--- src/rtl/tlbfp_ram.sv ---
// generic single-port-write, registered-read ram
// no dependencies
module tlbfp_ram #(
    parameter int WIDTH = 8,
    parameter int DEPTH = 16
) (
    input  logic                     clk,
    input  logic                     we,
    input  logic [$clog2(DEPTH)-1:0] waddr,
    input  logic [WIDTH-1:0]         wdata,
    input  logic                     re,
    input  logic [$clog2(DEPTH)-1:0] raddr,
    output logic [WIDTH-1:0]         rdata
);

    logic [WIDTH-1:0] mem [DEPTH];

    always_ff @(posedge clk)
    begin
        if (we)
        begin
            mem[waddr] <= wdata;
        end
        if (re)
        begin
            rdata <= mem[raddr];
        end
    end

endmodule

--- config.mk ---
export PLATFORM = sky130hd
export DESIGN_NAME = tlbfp_ram
export DESIGN_NICKNAME = d
export VERILOG_FILES = /design/src/rtl/tlbfp_ram.sv
export SDC_FILE = /design/constraint.sdc
export NUM_CORES = 1
export LEC_CHECK = 0
export ABC_CLOCK_PERIOD_IN_PS = 2900
export BUFFER_PORTS_ARGS = -buffer_cell sky130_fd_sc_hd__buf_2
export CAP_MARGIN = 10
export CORE_ASPECT_RATIO = 0.9
export CORE_MARGIN = 2
export CORE_UTILIZATION = 30
export CTS_BUF_LIST = sky130_fd_sc_hd__clkbuf_8
export CTS_CLUSTER_SIZE = 40
export DETAILED_ROUTE_END_ITERATION = 16
export SLEW_MARGIN = 10
export SYNTH_ARGS = -nofsm -noshare
export SYNTH_HDL_FRONTEND = slang
export SYNTH_SLANG_ARGS = --single-unit
--- constraint.sdc ---
create_clock -name clk -period 2.9 [get_ports clk]
set_input_delay 0.435 -clock clk [delete_from_list [all_inputs] [get_ports clk]]
set_output_delay 0.435 -clock clk [all_outputs]
set_load 0.02 [all_outputs]
==> results.md <==
| Item | Value | Unit |
| --- | --- | --- |
| Final GP Congestion | 0.7200 | - |
| Netlist area before placement | 0.005228 | mm2 |
| Effective utilization at floorplan | 0.3085 | - |
| Part of the Yosys area used for sequential elements | 0.7812 | - |
| Critical setup path kind | primary input to flop | - |
| Routed vias/inst | 4.660 | - |
| HPWL reported at the end of detailed placement | 6785 | um |
| Final core utilization | 0.3570 | - |
| Worst Hold Class | primary input to flop | - |
| Final number of setup-violating endpoints | 0 | - |
| Hold buffer count at cts | 0 | - |
| First DRT Iteration DRCs | 222 | - |
| Syn_area_per_cell | 22.83 | um2 |
| Number of nets in the finished design | 294 | - |
| Buffers and inverters on the worst path | 1 | - |
| Rows | 45 | - |
| Signal arrival time at the worst endpoint | 1.81 | ns |
| Largest fanout of any net on the critical path | 8 | - |
| Synth-to-layout area growth | 15.73 | % |
| Clock Skews | 0.007785 | ns |
| Via count of the first global-routing pass | 2509 | - |
| Antenna cells | 0 | - |
| Via count | 2437 | - |
| Count of final hold-check violations | 0 | - |
| Layout fillers | 1566 | - |
| Clock-pin transition on the worst setup and hold timing paths | 0.07 | ns |
| Number of buffers inserted during clock tree synthesis | 17 | - |
| Antenna-violating nets left | 0 | - |
| Result of the run | finished clean | - |
| Total routing usage reported by global routing | 0.1185 | - |
| Summed negative setup slack over all endpoints | 0 | ns |
| I/O Pins | 27 | - |
| Fraction of final layout cells sized beyond drive strength 1 | 0.2778 | - |
| Depth of the CTS H-tree | 4 | - |
| Power density cells | 647.4 | mW/mm2 |
| Minimum period implied by the final worst setup slack | 1.766 | ns |
| Measured slew at the worst slew-check pin | 0.9817 | ns |
| Final clock period utilization by the worst path | 0.6090 | - |
| Largest vdd supply drop | 272.7 | uV |
| Global-route congestion overflow total | 0 | - |
| Overall die width | 143.1 | um |
| TritonCTS sink count | 136 | - |
| Peak clock frequency supported by timing | 566.2 | MHz |
| Synthesized net count | 248 | - |
| Static Leak | 1.972 | nW |
| Number of warnings reported in the yosys synthesis log | 0 | - |
| Relative max-transition margin | 0.3431 | - |
| Area of the die | 0.01850 | mm2 |
| Number of cells in the finished layout apart from fillers | 523 | - |
| CTS tree | done | - |
| Synthesis-stage register bit count | 136 | - |
| RSZ-0062 raised after global routing | false | - |
| Maximum number of pins on one net before global-route repair | 17 | - |
| Critical path data required time | 2.94 | ns |
| Max Slew Vio Count | 0 | - |
| Wire length of the first global-routing pass | 15290 | um |
| Setup crit start kind | primary input | - |
| Nature of the critical path endpoint | flop | - |
| Cts repair resizes | 0 | - |
| Avg WL per Cell | 19.31 | um |
| CP max stage delay | 0.74 | ns |
| Max-capacitance violation count | 0 | - |
| # Post-CTS Setup Buffers | 0 | - |
| Buffer levels on the longest clock path | 2 | - |
| Cell variety after synth | 18 | - |
| Leading cell type in the layout, fill and taps excluded | edfxtp_1 | - |
| Critical path cell sequence | buf_2, or3b_2, nor2_1 | - |
| Worst path top cell family by delay | simple AND/OR/NAND/NOR gates | - |
| Die boundary height | 129.2 | um |
| Source-to-sink clock delay at the later pin of the worst-skew pair | 0.42 | ns |
| Mapped Cells | 229 | - |
| Final Routed Wirelength | 10100 | um |
| Post-Place Cells | 491 | - |
| CTS root buffer | clkbuf_8 | - |
| Core footprint | 0.01695 | mm2 |
| Antenna violations before repair | 0 | - |
| First-pass iteration count of the detailed router | 4 | - |
| Commonest cells after routing, fill and taps aside | 136 x edfxtp_1, 26 x buf_2, 18 x mux4_2, 17 x clkbuf_8, 16 x a22oi_1 | - |
| Library cell contributing the largest single delay on the critical path | nor2_1 | - |
| Number of buffers inserted by port buffering | 26 | - |
| Drc violations | 0 | - |
==> where the power goes <==
| part | internal (mW) | total [mW] | switching [mW] |
|---|---|---|---|
| clock | 0.820 | 1.48 | 0.661 |
| sequential | 2.21 | 2.23 | 0.0123 |
| combinational | 0.0848 | 0.210 | 0.125 |
| total | 3.12 | 3.92 | 0.798 |
==> worst paths after layout <==
kind                            slack, ns  cells after the start           startpoint                   to
worst max-delay path                 1.13                      3             waddr[2]  mem[3][3]$_DFFE_PP_
worst min-delay path                 0.38                      1                   re   rdata[4]$_DFFE_PP_
worst max register to register       1.30                      3  mem[9][4]$_DFFE_PP_   rdata[4]$_DFFE_PP_
worst min register to register       0.74                      3  mem[7][0]$_DFFE_PP_   rdata[0]$_DFFE_PP_
==> layout make-up <==
class	instances	area, um2	area share
Clock buffer	17	234.0	0.03868
Clock inverter	15	142.6	0.02358
Multi-Input combinational cell	83	1057	0.1748
Sequential cell	136	4084	0.6751
Tap cell	235	294.0	0.04860
Timing Repair Buffer	37	237.7	0.03930
==> through the flow <==
step                setup slack, ns  hold slack [ns]  total power [mW]  instance area, um2
finish                        1.134           0.3795             3.917                6050
global route                  1.118           0.3618             4.064                6050
CTS                           1.173           0.3631             3.957                6050
detailed placement           0.7174           0.7308             2.484                5673
global placement             0.7265           0.7384             2.476                5673
floorplan                    0.9721           0.5339             2.388                5228
==> routing by layer <==
layer	global-route usage	part of all wire	routed length, um
met5	0	0	0
met3	0.04250	0.065	652
met1	0.1671	0.46	4669
met2	0.1720	0.46	4680
met4	0.03786	0.0094	95
==> cells in the mapped netlist <==
cell type / count / area (um2)
buf_6: 3 / 33.78
nor2_1: 13 / 48.80
nand2b_1: 2 / 12.51
a22oi_1: 16 / 120.1
clkdlybuf4s25_2: 3 / 30.03
buf_4: 1 / 7.510
and2b_1: 1 / 7.510
and2_1: 1 / 6.260
nand3b_1: 2 / 15.01
mux4_1: 14 / 367.9
nand3_1: 1 / 5.000
nor3_1: 4 / 20.02
nand2_1: 9 / 33.78
or3b_2: 1 / 8.760
buf_2: 3 / 15.01
mux4_2: 18 / 405.4
edfxtp_1: 136 / 4084
nor2b_1: 1 / 6.260
==> flip-flops by register name (all words and copies together), names as in the netlist <==
register	flops
mem	128
rdata	8
==> logic make-up after synthesis <==
group / after synthesis / synth area share
simple gates: 35 / 0.03136
mux: 32 / 0.1479
compound gates: 16 / 0.02298
flops: 136 / 0.7812
buf+inv: 10 / 0.01651
Power figures use the tool's default switching activity.
