<file path="src/rtl/tlbfp_pkg.sv">
// shared constants and types for the tlb / demand paging translator
// no dependencies
package tlbfp_pkg;

    localparam int ADDR_W           = 20;
    localparam int FRAME_W          = 11;
    localparam int TLB_ENTRIES_DEF  = 16;
    localparam int PAGE_COUNT_DEF   = 1024;
    localparam int OFFSET_WIDTH_DEF = 10;

    // tlb lookup answer handed to the sequencer
    typedef struct packed {
        logic               hit;
        logic [FRAME_W-1:0] frame;
    } lookup_t;

endpackage

</file>
<file path="src/rtl/tlbfp_tlb.sv">
// fully associative tlb with fifo fill pointer
// depends on tlbfp_pkg
module tlbfp_tlb #(
    parameter int ENTRIES = tlbfp_pkg::TLB_ENTRIES_DEF,
    parameter int PAGE_W  = 10
) (
    input  logic                          clk,
    input  logic                          rst_n,
    input  logic [PAGE_W-1:0]             lookup_page,
    output tlbfp_pkg::lookup_t            lookup,
    input  logic                          fill_en,
    input  logic [PAGE_W-1:0]             fill_page,
    input  logic [tlbfp_pkg::FRAME_W-1:0] fill_frame
);
    import tlbfp_pkg::*;

    localparam int SLOT_W = $clog2(ENTRIES);

    logic [PAGE_W-1:0]  page_reg  [ENTRIES];
    logic [FRAME_W-1:0] frame_reg [ENTRIES];
    logic [ENTRIES-1:0] valid_reg;
    logic [ENTRIES-1:0] valid_next;
    logic [SLOT_W-1:0]  slot_reg;
    logic [SLOT_W-1:0]  slot_next;
    logic [ENTRIES-1:0] match;
    logic [FRAME_W-1:0] frame_or;

    // pages enter only on a miss, so at most one slot matches
    always_comb
    begin
        frame_or = '0;
        for (int k = 0; k < ENTRIES; k++)
        begin
            match[k] = valid_reg[k] && (page_reg[k] == lookup_page);
            frame_or = frame_or | (match[k] ? frame_reg[k] : '0);
        end
        lookup.hit   = |match;
        lookup.frame = frame_or;
    end

    always_comb
    begin
        valid_next = valid_reg;
        slot_next  = slot_reg;
        if (fill_en)
        begin
            valid_next[slot_reg] = 1'b1;
            if (slot_reg == SLOT_W'(ENTRIES - 1))
            begin
                slot_next = '0;
            end
            else
            begin
                slot_next = slot_reg + 1'b1;
            end
        end
    end

    always_ff @(posedge clk or negedge rst_n)
    begin
        if (!rst_n)
        begin
            valid_reg <= '0;
            slot_reg  <= '0;
        end
        else
        begin
            valid_reg <= valid_next;
            slot_reg  <= slot_next;
        end
    end

    always_ff @(posedge clk)
    begin
        if (fill_en)
        begin
            page_reg[slot_reg]  <= fill_page;
            frame_reg[slot_reg] <= fill_frame;
        end
    end

endmodule

</file>
<file path="config.mk">
export PLATFORM = sky130hd
export DESIGN_NAME = tlbfp_tlb
export DESIGN_NICKNAME = d
export VERILOG_FILES = /design/src/rtl/tlbfp_pkg.sv /design/src/rtl/tlbfp_tlb.sv
export SDC_FILE = /design/constraint.sdc
export NUM_CORES = 1
export LEC_CHECK = 0
export BUFFER_PORTS_ARGS = -buffer_cell sky130_fd_sc_hd__buf_2
export CORE_UTILIZATION = 30
export DETAILED_ROUTE_END_ITERATION = 8
export SLEW_MARGIN = 0
export SYNTH_ARGS = -nofsm -noshare
export SYNTH_HDL_FRONTEND = slang
export SYNTH_SLANG_ARGS = --single-unit
</file>
<file path="constraint.sdc">
create_clock -name clk -period 3.24 [get_ports clk]
set_input_delay 0.648 -clock clk [delete_from_list [all_inputs] [get_ports clk]]
set_output_delay 0.648 -clock clk [all_outputs]
set_load 0.02 [all_outputs]
</file>
==> flow_summary.json, run 1 <==
{
  "cts_root_buf": "clkbuf_16",
  "vdd_drop_max_mv": 0.331,
  "die_x_um": 222,
  "multi_input_area_um2": 4190,
  "hp-class": "in -> async",
  "synth_seq_area_share_pct": 72.8,
  "drt-total-wl_um": 36700,
  "synthCells": 868,
  "die_h_um": 222,
  "grt_pass1_wl_um": 54500,
  "cp_common_cell": "buf_4",
  "fin_worst_skew_ps": 25.8,
  "critPathRequiredTime_ps": 2590,
  "p_per_area_nw_per_um2": 625,
  "async_flop_share_pct": 5.62,
  "antenna_found_initial": 0,
  "max_freq_mhz": 311,
  "cts_tree": "yes",
  "n_antenna_cell": 0,
  "stdcell_count": 1669,
  "cp_slowest_cell": "nor4_1",
  "worst_setup_path_start_kind": "input port",
  "fillers": 4293,
  "syn_avg_cell_area_um2": 16.8,
  "timing.hold.ws_ps": 158,
  "core_um2": 47700,
  "route.detailed.wl_per_inst_um": 22.0,
  "dieArea_um2": 49400,
  "synth_edf_count": 336,
  "synthToLayoutAreaGrowth_pct": 25.3,
  "layout_commonest_cell": "edfxtp_1",
  "htree_levels": 2,
  "clk_pin_slew_worst_paths_ps": 60,
  "ys_ff_latch": 356,
  "final_cell_mix": "edfxtp_1 (336), buf_4 (89), xnor2_1 (72), xor2_1 (64), nand4_1 (54)",
  "synth_cell_type_count": 50,
  "start_util_pct": 30.5,
  "ant_nets": 0,
  "syn_area_um2": 14600,
  "drc": 0,
  "grt_pass1_vias": 8289,
  "grt_remaining_overflow": 0,
  "period_needed_ps": 3210,
  "port_buffers": 45,
  "tightest_slew_ps": 693,
  "syn-num-nets": 906,
  "period_share_pct": 99.1,
  "yosys-top-cells-area": "edfxtp_1 (69%), xor2_1 (4.8%), xnor2_1 (4.7%), dfrtp_1 (3.4%), nand4_1 (2.3%)",
  "worstSetupEndpointType": "primary output",
  "boundaryPins": 46,
  "status": "completed",
  "placement_rows": 80,
  "drive_above_1_share_pct": 32.3,
  "setup-violations-final": 0,
  "vias": 8145,
  "p_total_mw": 11.4,
  "hold_viol": 0,
  "synth_ff_type": "edfxtp_1",
  "cpPeakStageDelay_ps": 390,
  "synthDominantCellAreaShare_pct": 69.3,
  "yosysWarnings": 0,
  "largest_reg_flops": 176,
  "rsz0062_at_grt": "yes",
  "placed_cells": 1597,
  "dpl.hpwl_um": 24300,
  "slew_headroom_pct": 53.8,
  "place_congestion": 0.807,
  "drt-vias-per-instance": 4.88,
  "slew_violations": 0,
  "critical-path-top-delay-family": "buffers and inverters",
  "clockBufferDepth": 3,
  "clock_latency_ps": 530,
  "drt_iter0_drc": 587,
  "cp_num_buf_inv": 6,
  "crit_arrival_ps": 2560,
  "path_max_fanout": 11,
  "grt_usage_pct": 15.0,
  "seqCellArea_um2": 10600,
  "cts_sinks": 356,
  "grt_max_degree": 23,
  "crit_chain": "buf_2 -> buf_12 -> buf_4 -> xnor2_2 -> nand4_2 -> nor4_4 -> buf_4 -> buf_4 -> nor4_1 -> nand4_1 -> buf_4",
  "synth_top_area_cell": "edfxtp_1",
  "max_cap_viol_count": 0,
  "path_class": "in -> out",
  "leakage_nw": 6.02,
  "dr.pass1.iters": 5,
  "nNetsFinal": 1064,
  "numCtsBuffers": 36
}
[area by class of cell]
type / count / share of cell area [%]
clock inverters: 20 / 1.60
flip-flops and latches: 356 / 58.1
well taps: 615 / 4.22
inverters: 2 / 0.0412
repair buffers: 152 / 7.67
multi-input cells: 478 / 23.0
clock buffers: 46 / 5.43
[routing by layer]
metal / part of all wire [%] / global-route usage, % / vias to the layer above
li1: - / - / 3686
met1: 44 / 20.0 / 4179
met2: 49 / 24.9 / 233
met3: 4.8 / 2.58 / 47
met4: 2.2 / 4.50 / 0
met5: 0 / 0 / -
[cell usage after synthesis, drive strengths merged (4+ instances only)]
library cell / instances
edfxtp: 336
xor2: 81
xnor2: 80
nand4: 55
nand2: 33
a221oi: 28
a22o: 28
nor2: 28
buf: 27
nor3: 23
or2: 21
dfrtp: 20
nand3: 18
o22ai: 18
nor4: 16
and2: 9
nor3b: 6
a31oi: 5
clkbuf: 5
a311oi: 4
and4: 4
ha: 4
[repair_timing]
| item | CTS | global route |
|---|---|---|
| hold buffers | 0 | 0 |
| gates cloned | 1 | 0 |
| hold endpoints to repair | 0 | 0 |
| setup endpoints to repair | 12 | 12 |
| resized for setup | 35 | 72 |
| pin swaps | 15 | 27 |
| setup buffers | 4 | 5 |
[power by group]
part,internal [mW],switching (mW)
clock,2.74,1.73
combinational,0.440,0.719
sequential,5.51,0.251
total,8.69,2.70
[through the flow]
| step | cell area [µm²] | setup TNS [ps] | util, % | setup slack, ps |
|---|---|---|---|---|
| final | 18200 | 0 | 38.2 | 28.1 |
| after global placement | 16300 | -1280 | 34.1 | -151 |
| after floorplan | 14600 | 0 | - | 146 |
| after global routing | 18200 | -261 | 38.2 | -51.4 |
| after detailed placement | 16300 | -1280 | 34.1 | -145 |
| after CTS | 17800 | 0 | 37.3 | 0.304 |
[worst paths after layout]
| check | from | end | slack (ps) | cells after the start |
|---|---|---|---|---|
| worst max-delay path | lookup_page[4] | lookup[11] | 30 | 11 |
| worst min-delay path | rst_n | valid_reg[2] | 160 | 1 |
| worst max register to register | slot_reg[0] | frame_reg[8][4] | 1200 | 5 |
| worst min register to register | valid_reg[14] | valid_reg[14] | 470 | 1 |
| max in group asynchronous | rst_n | slot_reg[2] | 2620 | 1 |
| min in group clk | fill_en | slot_reg[0] | 450 | 2 |
[kinds of logic (layout without fill, tap and decap cells)]
kind of cell | after synthesis | count (layout) | share of synthesized area [%]
flops | 356 | 356 | 72.8
simple gates | 221 | 221 | 9.66
compound gates | 92 | 92 | 5.08
buf+inv | 34 | 220 | 2.30
xor+xnor | 161 | 161 | 9.85
fa+ha+maj | 4 | 4 | 0.344
Note: power is estimated with default switching activity, not from simulation.
==> run 2: changes to the inputs <==
Settings changed: CORE_ASPECT_RATIO set to 0.5, MAX_ROUTING_LAYER set to met4, SLEW_MARGIN 0 to unset.
==> run 2 against run 1 <==
Non-clock buffer count increased by 10. Critical path depth down 1. Combinational power barely moved. Global-route usage increased by 0.26 points. Die area grew 0.11%. First-iteration DRC count rose by 21%. Routed wire length is 0.51% lower. Largest power group unchanged.
==> flow_summary.json, run 2 (same netlist as run 1, synthesis figures left out) <==
{
  "status": "completed",
  "seqCellArea_um2": 10600,
  "antenna_found_initial": 0,
  "max_cap_viol_count": 0,
  "dr.pass1.iters": 5,
  "hp-class": "in -> async",
  "path_class": "in -> out",
  "layout_commonest_cell": "edfxtp_1",
  "slew_violations": 0,
  "drive_above_1_share_pct": 30.0,
  "dieArea_um2": 49400,
  "clockBufferDepth": 3,
  "hold_viol": 0,
  "critPathRequiredTime_ps": 2590,
  "grt_pass1_wl_um": 54100,
  "drt-vias-per-instance": 4.92,
  "synthToLayoutAreaGrowth_pct": 23.0,
  "placement_rows": 56,
  "grt_pass1_vias": 8493,
  "setup-violations-final": 0,
  "cts_root_buf": "clkbuf_16",
  "core_um2": 47400,
  "route.detailed.wl_per_inst_um": 21.4,
  "worst_setup_path_start_kind": "input port",
  "tns_ps": 0,
  "port_buffers": 45,
  "largest_reg_flops": 176,
  "clk_pin_slew_worst_paths_ps": 50,
  "crit_arrival_ps": 2570,
  "ant_nets": 0,
  "placed_cell_area_um2": 16300,
  "clock_latency_ps": 530,
  "r2r_cells": 3,
  "path_max_fanout": 10,
  "die_h_um": 158,
  "vias": 8378,
  "drt_iter0_drc": 710,
  "die_x_um": 313,
  "vdd_drop_max_mv": 0.384,
  "max_freq_mhz": 311,
  "nNetsFinal": 1075,
  "timing.hold.ws_ps": 182,
  "boundaryPins": 46,
  "slew_headroom_pct": 48.2,
  "numCtsBuffers": 37,
  "cts_tree": "yes",
  "dpl.hpwl_um": 24600,
  "worstSetupEndpointType": "primary output",
  "drc": 0,
  "start_util_pct": 30.7,
  "htree_levels": 2,
  "stdcell_area_um2": 17900,
  "leakage_nw": 5.87,
  "reg2reg_from": "slot_reg[2]",
  "r2r_setup_slack_ps": 1110,
  "fin_util_pct": 37.8,
  "place_congestion": 0.824,
  "drt-total-wl_um": 36500,
  "hold_buffers": 0,
  "dp_slack_ps": -214,
  "fillers": 4411,
  "multi_input_area_um2": 4000,
  "final_cell_mix": "edfxtp_1 (336), buf_4 (98), xnor2_1 (78), xor2_1 (69), nand4_1 (54)",
  "grt_max_degree": 23,
  "r2r_end": "frame_reg[3][6]",
  "n_antenna_cell": 0,
  "grt_usage_pct": 15.2,
  "fin_worst_skew_ps": 19.5,
  "rsz0062_at_grt": "yes",
  "period_needed_ps": 3210,
  "tightest_slew_ps": 774,
  "grt_remaining_overflow": 0,
  "finalWorstSetupSlack_ps": 26.1,
  "p_per_area_nw_per_um2": 605,
  "cts_sinks": 356,
  "period_share_pct": 99.2
}
## run 2: final cells by class
type                       instances  share of cell area (%)
inverter                           2                  0.0419
clock buffer                      48                    5.75
multi-input combinational        478                    22.3
timing repair buffer             162                    7.76
tap                              638                    4.46
sequential                       356                    59.2
clock inverter                    19                   0.510
## run 2: worst max-delay path by stage
stage / end / startpoint / cells after the start
6_report: lookup[1] / lookup_page[1] / 10
2_1_floorplan: frame_reg[3][0] / fill_en / 3
5_1_grt: lookup[1] / lookup_page[1] / 10
3_3_place_gp: lookup[9] / lookup_page[3] / 11
4_1_cts: lookup[5] / lookup_page[3] / 11
3_5_place_dp: lookup[9] / lookup_page[3] / 11
## run 2: through the flow
stage	instances	power, mW
2_1_floorplan	868	6.44
3_3_place_gp	1631	6.88
3_5_place_dp	1631	6.95
4_1_cts	1699	10.9
5_1_grt	1703	11.2
6_report	1703	10.8
## run 2: critical path, cell delays in order
cell and delay, ps:
buf_2 140, buf_12 160, buf_4 150, xnor2_1 130
and3_1 190, and4b_2 320, a22o_1 220, a221oi_2 210
nand4_1 170, buf_2 200
## run 2: timing repair
action | in CTS | in global routing
buffers inserted | 1 | 4
gates resized for setup | 40 | 40
pin swaps | 11 | 18
endpoints found under the setup margin | 12 | 12
## run 2: metal layers
layer | up-vias | GRT usage, % | part of all wire (%)
met1 | 4331 | 19.8 | 43
met2 | 279 | 24.7 | 48
met3 | 51 | 2.76 | 6.9
met4 | 0 | 3.86 | 1.8
met5 | - | - | 0
li1 | 3717 | - | -
## run 2: power breakdown
| group | switching [mW] | total [mW] | internal (mW) |
|---|---|---|---|
| logic | 0.715 | 1.14 | 0.427 |
| registers | 0.246 | 5.76 | 5.51 |
| clock network | 1.68 | 3.92 | 2.24 |
